File: config.mk
export PLATFORM = sky130hd
export DESIGN_NAME = grid_min_cost_path
export DESIGN_NICKNAME = d
export VERILOG_FILES = /design/src/sv/gmcp_pkg.sv /design/src/sv/gmcp_cell.sv /design/src/sv/grid_min_cost_path.sv
export SDC_FILE = /design/constraint.sdc
export NUM_CORES = 2
export LEC_CHECK = 0
export ABC_AREA = 0
export BUFFER_PORTS_ARGS = -buffer_cell sky130_fd_sc_hd__clkbuf_2
export CAP_MARGIN = 25
export CORE_UTILIZATION = 55
export CTS_CLUSTER_DIAMETER = 100
export DETAILED_ROUTE_END_ITERATION = 8
export PLACE_DENSITY = 0.81
export SLEW_MARGIN = 10
export SYNTH_ARGS = -nofsm -noshare
export SYNTH_HDL_FRONTEND = slang
export SYNTH_HIERARCHICAL = 1
export SYNTH_SLANG_ARGS = --single-unit
File: constraint.sdc
create_clock -name clock -period 152.8 [get_ports clock]
set_clock_uncertainty 0.1 [all_clocks]
set_input_delay 30.56 -clock clock [delete_from_list [all_inputs] [get_ports clock]]
set_output_delay 30.56 -clock clock [all_outputs]
set_load 0.005 [all_outputs]
File: src/sv/gmcp_pkg.sv
// Shared types and constants of the grid minimum cost path block.
// Depends on nothing; used by every module of the block.
`timescale 1ns / 1ps

package gmcp_pkg;

   localparam int MAX_COLS_DEF = 64;
   localparam int MAX_ROWS_DEF = 64;

   localparam int COST_W    = 16;
   localparam int SUM_W     = 32;
   localparam int CNT_W     = 7;
   localparam int CSR_IDX_W = 8;

   localparam logic [CSR_IDX_W-1:0] CSR_ROW_COUNT = CSR_IDX_W'(0);
   localparam logic [CSR_IDX_W-1:0] CSR_COL_COUNT = CSR_IDX_W'(1);

   localparam logic [CNT_W-1:0] SIZE_RESET = CNT_W'(1);

   typedef logic signed [SUM_W-1:0] sum_type;

   // Per-cell control: shift the line, and whether this cell takes the new sum.
   typedef struct packed {
      logic shift;
      logic load;
   } cell_ctrl_type;

endpackage

File: src/sv/gmcp_cell.sv
// One cell of the row buffer shift line: holds one partial sum of the row below.
// Depends on gmcp_pkg.
`timescale 1ns / 1ps

module gmcp_cell (
   input  logic                    clock,
   input  gmcp_pkg::cell_ctrl_type ctrl,
   input  gmcp_pkg::sum_type       sum_new,
   input  gmcp_pkg::sum_type       sum_prev,
   output gmcp_pkg::sum_type       held_ff
);

   gmcp_pkg::sum_type held_in;

   always_comb begin
      held_in = held_ff;
      if (ctrl.shift) begin
         held_in = ctrl.load ? sum_new : sum_prev;
      end
   end

   always_ff @(posedge clock) begin
      held_ff <= held_in;
   end

endmodule

File: src/sv/grid_min_cost_path.sv
// Grid minimum cost path: one cell cost accepted per cycle, back to back, while ready.
// The result is registered and appears in the cycle after the top-left cell is accepted.
// Throughput: one cell per cycle while ready, set by the sum loop to the left neighbor.
// Reset (synchronous): sizes return to 1, position counters clear, no result pending.
// The row buffer shift line is not cleared; the bottom row fills every entry used.
`timescale 1ns / 1ps

module grid_min_cost_path #(
   parameter int MAX_COLS = gmcp_pkg::MAX_COLS_DEF,
   parameter int MAX_ROWS = gmcp_pkg::MAX_ROWS_DEF
) (
   input  logic                                 clock,
   input  logic                                 reset,
   input  logic                                 req_valid,
   output logic                                 req_ready,
   input  logic signed [gmcp_pkg::COST_W-1:0]   req_cell_cost,
   output logic                                 rsp_valid,
   input  logic                                 rsp_ready,
   output logic signed [gmcp_pkg::SUM_W-1:0]    rsp_min_sum,
   input  logic                                 csr_valid,
   output logic                                 csr_ready,
   input  logic [gmcp_pkg::CSR_IDX_W-1:0]       csr_index,
   input  logic [gmcp_pkg::CNT_W-1:0]           csr_data
);

   localparam int CNT_W    = gmcp_pkg::CNT_W;
   localparam int CNT_MAX  = (1 << CNT_W) - 1;
   localparam int RowLimit = (MAX_ROWS < CNT_MAX) ? MAX_ROWS : CNT_MAX;
   localparam int ColLimit = (MAX_COLS < CNT_MAX) ? MAX_COLS : CNT_MAX;
   localparam int IDX_W    = (MAX_COLS > 1) ? $clog2(MAX_COLS) : 1;

   logic [CNT_W-1:0] row_count_ff, row_count_in;
   logic [CNT_W-1:0] col_count_ff, col_count_in;
   logic [CNT_W-1:0] row_pos_ff, row_pos_in;
   logic [CNT_W-1:0] col_pos_ff, col_pos_in;
   gmcp_pkg::sum_type right_ff, right_in;
   gmcp_pkg::sum_type diag_ff, diag_in;
   logic              rsp_valid_ff, rsp_valid_in;
   gmcp_pkg::sum_type rsp_sum_ff, rsp_sum_in;

   logic [CNT_W-1:0]  rows_eff, cols_eff;
   logic [IDX_W-1:0]  ins_pos;
   logic              accept, csr_write, last_col, last_cell;
   gmcp_pkg::sum_type cost, below, best, sum;
   gmcp_pkg::sum_type line [MAX_COLS];

   // Zero acts as one; values above the maximum saturate to it.
   always_comb begin
      rows_eff = row_count_ff;
      if (row_count_ff == '0) begin
         rows_eff = CNT_W'(1);
      end else if (32'(row_count_ff) > RowLimit) begin
         rows_eff = CNT_W'(RowLimit);
      end
      cols_eff = col_count_ff;
      if (col_count_ff == '0) begin
         cols_eff = CNT_W'(1);
      end else if (32'(col_count_ff) > ColLimit) begin
         cols_eff = CNT_W'(ColLimit);
      end
   end

   // New sums enter the line where they reach the far end after one row.
   assign ins_pos = IDX_W'(MAX_COLS - 32'(cols_eff));

   assign last_col  = (col_pos_ff == cols_eff - CNT_W'(1));
   assign last_cell = last_col && (row_pos_ff == rows_eff - CNT_W'(1));

   // Only the top-left cell needs room in the output register.
   assign req_ready = !(rsp_valid_ff && !rsp_ready && last_cell);
   assign accept    = req_valid && req_ready;
   assign csr_ready = 1'b1;
   assign csr_write = csr_valid && csr_ready;

   assign cost  = gmcp_pkg::SUM_W'(req_cell_cost);
   assign below = line[MAX_COLS-1];

   always_comb begin
      best = below;
      if (diag_ff < best) begin
         best = diag_ff;
      end
      if (right_ff < best) begin
         best = right_ff;
      end
      if (row_pos_ff == '0 && col_pos_ff == '0) begin
         sum = cost;
      end else if (row_pos_ff == '0) begin
         sum = right_ff + cost;
      end else if (col_pos_ff == '0) begin
         sum = below + cost;
      end else begin
         sum = best + cost;
      end
   end

   for (genvar k = 0; k < MAX_COLS; k++) begin : g_line
      gmcp_pkg::cell_ctrl_type ctrl;
      assign ctrl.shift = accept;
      assign ctrl.load  = (ins_pos == IDX_W'(k));
      if (k == 0) begin : g_head
         gmcp_cell u_cell (
            .clock    (clock),
            .ctrl     (ctrl),
            .sum_new  (sum),
            .sum_prev (sum),
            .held_ff  (line[k])
         );
      end else begin : g_body
         gmcp_cell u_cell (
            .clock    (clock),
            .ctrl     (ctrl),
            .sum_new  (sum),
            .sum_prev (line[k-1]),
            .held_ff  (line[k])
         );
      end
   end

   always_comb begin
      row_count_in = row_count_ff;
      col_count_in = col_count_ff;
      row_pos_in   = row_pos_ff;
      col_pos_in   = col_pos_ff;
      right_in     = right_ff;
      diag_in      = diag_ff;
      rsp_valid_in = rsp_valid_ff && !rsp_ready;
      rsp_sum_in   = rsp_sum_ff;
      if (accept) begin
         diag_in  = below;
         right_in = sum;
         if (last_col) begin
            col_pos_in = '0;
            row_pos_in = last_cell ? '0 : row_pos_ff + CNT_W'(1);
         end else begin
            col_pos_in = col_pos_ff + CNT_W'(1);
         end
         if (last_cell) begin
            rsp_valid_in = 1'b1;
            rsp_sum_in   = sum;
         end
      end
      if (csr_write) begin
         unique case (csr_index)
            gmcp_pkg::CSR_ROW_COUNT: begin
               row_count_in = csr_data;
               row_pos_in   = '0;
               col_pos_in   = '0;
            end
            gmcp_pkg::CSR_COL_COUNT: begin
               col_count_in = csr_data;
               row_pos_in   = '0;
               col_pos_in   = '0;
            end
            default: begin
            end
         endcase
      end
   end

   always_ff @(posedge clock) begin
      if (reset) begin
         row_count_ff <= gmcp_pkg::SIZE_RESET;
         col_count_ff <= gmcp_pkg::SIZE_RESET;
         row_pos_ff   <= '0;
         col_pos_ff   <= '0;
         right_ff     <= '0;
         diag_ff      <= '0;
         rsp_valid_ff <= 1'b0;
      end else begin
         row_count_ff <= row_count_in;
         col_count_ff <= col_count_in;
         row_pos_ff   <= row_pos_in;
         col_pos_ff   <= col_pos_in;
         right_ff     <= right_in;
         diag_ff      <= diag_in;
         rsp_valid_ff <= rsp_valid_in;
      end
      rsp_sum_ff <= rsp_sum_in;
   end

   assign rsp_valid   = rsp_valid_ff;
   assign rsp_min_sum = rsp_sum_ff;

endmodule

==> results.py <==
metrics = {
    "run_status": {
        "run_status": "completed",
    },
    "timing": {
        "setup_slack_ns": 90.80,
        "final.setup.tns_ns": 0,
        "timing.final.crit_share": 0.406,
        "rsz0062_at_grt": "no",
        "worst_pin_slew_ns": 1.21,
        "slew_headroom": 0.196,
        "slew_violations": 0,
        "fmax_mhz": 16.1,
        "setup_viol": 0,
        "hold_viol_final": 0,
        "final.min_clock_period_ns": 62.00,
    },
    "finish": {
        "final_common_cell": "edfxtp_1",
        "drive_gt1_frac": 0.449,
        "nNetsFinal": 5873,
        "fill_cells": 13200,
        "area_delta_synth_final_pct": 6.94,
        "most-common-layout-cells": "edfxtp_1 (2,080), mux2_4 (1,921), clkbuf_16 (212)",
    },
    "clocking": {
        "cts_setup_buffers": 0,
        "htree_num_levels": 4,
        "cts_made_buffers": 209,
        "clkTransAtPathRegs_ns": 0.06,
        "cts-root-buf": "clkbuf_16",
        "clockBufferDepth": 3,
        "clk_latency_ns": 0.86,
        "cts_tree": "done",
        "clock-sinks": 2173,
        "postCtsHoldBufs": 0,
        "cts_resized": 0,
    },
    "power_and_ir_drop": {
        "pwr-share-comb": 0.146,
        "p_per_area_nw_per_um2": 12.8,
        "intPower_mw": 1.07,
        "ir_drop_uv": 12.1,
        "leakagePower_nw": 41.9,
        "p_clk_frac": 0.345,
        "swShare": 0.257,
        "seqPwrFrac": 0.509,
        "p_switching_mw": 0.372,
    },
    "synthesis": {
        "synth.largest_area_cell": "edfxtp_1",
        "avgSynthCellArea_sq_um": 18.8,
        "synth_top_flop_cell": "edfxtp_1",
        "syn_inst": 5629,
        "synth_cell_type_count": 71,
        "ys_ff_latch": 2173,
        "syn_nets": 5769,
        "ys_seq_area_frac": 0.607,
        "syn_area_sq_um": 106000,
        "yosysWarnings": 6,
        "async_flop_share": 0,
        "synthTopCellsByArea": "edfxtp_1 (59%), mux2_4 (27%), buf_12 (3.6%), dfxtp_1 (1.8%), mux2_2 (1.4%)",
        "synth_edf_count": 2080,
        "synth_top_area_share": 0.589,
    },
    "routing": {
        "viasPerCell": 5.97,
        "final_antenna_net_count": 0,
        "route.detailed.drc": 0,
        "drt-wirelength-per-cell_um": 25.8,
        "drt_wl_total_um": 217000,
        "first_pass_iters": 6,
        "num_vias": 50300,
        "drt_iter0_drc": 5142,
    },
    "global_routing": {
        "grt_max_degree": 182,
        "grt_use_met3": 0.0386,
        "top_usage_layer": "met2",
        "grt_remaining_overflow": 0,
        "grt_pass1_wl_um": 332000,
        "grtUsageMet2": 0.370,
        "grt_util_met1": 0.307,
        "grtUsageTotal": 0.224,
        "grt_pass1_vias": 52300,
        "grt_antenna_before_repair": 12,
    },
    "critical_path": {
        "critPathMaxFanout": 3,
        "r2r-end": "g_line[24].g_body.u_cell/held_ff[31]$_DFFE_PP_",
        "cp_cell_sequence": "clkbuf_2, nand2b_1, or3_1, clkbuf_2",
        "start_kind": "input port",
        "r2r_slack_ns": 142.25,
        "r2r_cells": 33,
        "crit_required_ns": 122.14,
        "arrival_ns": 31.34,
        "r2r_start": "g_line[63].g_body.u_cell/held_ff[5]$_DFFE_PP_",
        "path_class": "in -> out",
        "end_kind": "primary output",
        "slowest_stage": "or3_1",
        "cpMostUsedCell": "clkbuf_2",
        "worst_path_largest_cell_delay_ns": 0.35,
    },
    "floorplan": {
        "coreArea_sq_um": 191000,
        "initial_core_util": 0.555,
        "dieArea_sq_um": 194000,
        "die_h_um": 441,
        "num_rows": 160,
        "fp.dieW_um": 441,
        "ios": 71,
    },
    "min_path": {
        "worstHoldPathCells": 2,
        "hp-start": "right_ff[10]$_SDFFE_PP0P_",
        "whs_endpoint": "right_ff[10]$_SDFFE_PP0P_",
        "hp-class": "reg -> reg",
    },
    "placement": {
        "globalplace.congestion": 0.905,
        "portBuffers": 69,
        "dpl_worst_slack_ns": 90.80,
        "place.detailed.hpwl_um": 116000,
    },
    "job": {
        "cap_violations": 0,
    },
}
[worst max path at each step]
stage | end | slack [ns] | cells after the start | startpoint
detailed placement | req_ready | 90.80 | 4 | rsp_ready
floorplan | g_line[0].g_head.u_cell/held_ff[0]$_DFFE_PP_ | 63.35 | 4 | rsp_ready
global placement | req_ready | 90.79 | 4 | rsp_ready
CTS | req_ready | 90.79 | 4 | rsp_ready
global route | req_ready | 90.76 | 4 | rsp_ready
finish | req_ready | 90.80 | 4 | rsp_ready
[flip-flops by register name, summed over array words and instances, names as in the netlist, 32 cells and up]
signal,flops
diag_ff,32
g_line.g_body.u_cell/held_ff,2016
g_line.g_head.u_cell/held_ff,32
right_ff,32
rsp_min_sum,32
[cell families (layout without fill, tap and decap cells)]
group	after synthesis	in the layout	share of synthesized area
AND/OR/NAND/NOR	531	531	0.0215
buffers and inverters	378	664	0.0475
flip-flops	2173	2173	0.607
other	1	3	0.0000354
XOR/XNOR	54	54	0.00446
adder cells (fa/ha/maj)	104	104	0.0124
multiplexers	2070	2070	0.288
AO/OA/AOI/OAI	318	318	0.0194
[metrics by stage]
step                hold WS, ns  instance area (sq um)  std cells  total power, mW   util
floorplan                 0.353                 106000       5629            0.982      -
global placement          0.365                 106000       8021            0.941  0.558
detailed placement        0.371                 107000       8028            0.952  0.559
CTS                       0.378                 113000       8421             1.45  0.593
global route              0.403                 113000       8426             1.49  0.594
finish                    0.378                 113000       8428             1.45  0.594
[final cells by class]
class	count	area (sq um)	area share
Tap cell	2511	3140	0.0277
Timing Repair Buffer	212	1670	0.0147
Clock inverter	144	1070	0.00942
Multi-Input combinational cell	3078	37400	0.330
Clock buffer	249	5470	0.0483
Antenna cell	2	5.00	0.0000442
Sequential cell	2173	64300	0.568
Inverter	59	229	0.00202
[synthesized netlist by cell type (all sizes together) (17+ instances only)]
library cell  instances
a21oi               130
buf                 263
nand4                20
nand3                17
nor2                239
inv                  59
o21ai                36
nor3                 32
dfxtp                93
clkbuf               56
ha                  103
xor2                 25
o22a                 31
mux2i                20
nand2               169
xnor2                29
a31oi                37
mux2               2050
edfxtp             2080
[power by group through the flow]
stage | sequential [mW] | clock [mW] | combinational [mW]
detailed placement | 0.747 | 0 | 0.205
floorplan | 0.843 | 0 | 0.139
global route | 0.739 | 0.529 | 0.224
CTS | 0.736 | 0.508 | 0.209
finish | 0.735 | 0.499 | 0.211
global placement | 0.744 | 0 | 0.197
[per-layer routing]
metal  part of all wire  wire (um)  vias up
li1                   -          -    21900
met1               0.42      91300    26300
met2               0.49     106000     1801
met3              0.071      15400      337
met4              0.023       5010        4
met5            0.00012         27        -
[critical path, delay by kind of cell]
kind / cells / cell delay (ns)
simple gates: 2 / 0.55
buf+inv: 2 / 0.22
No activity file was read; power rests on OpenSTA's default activity.
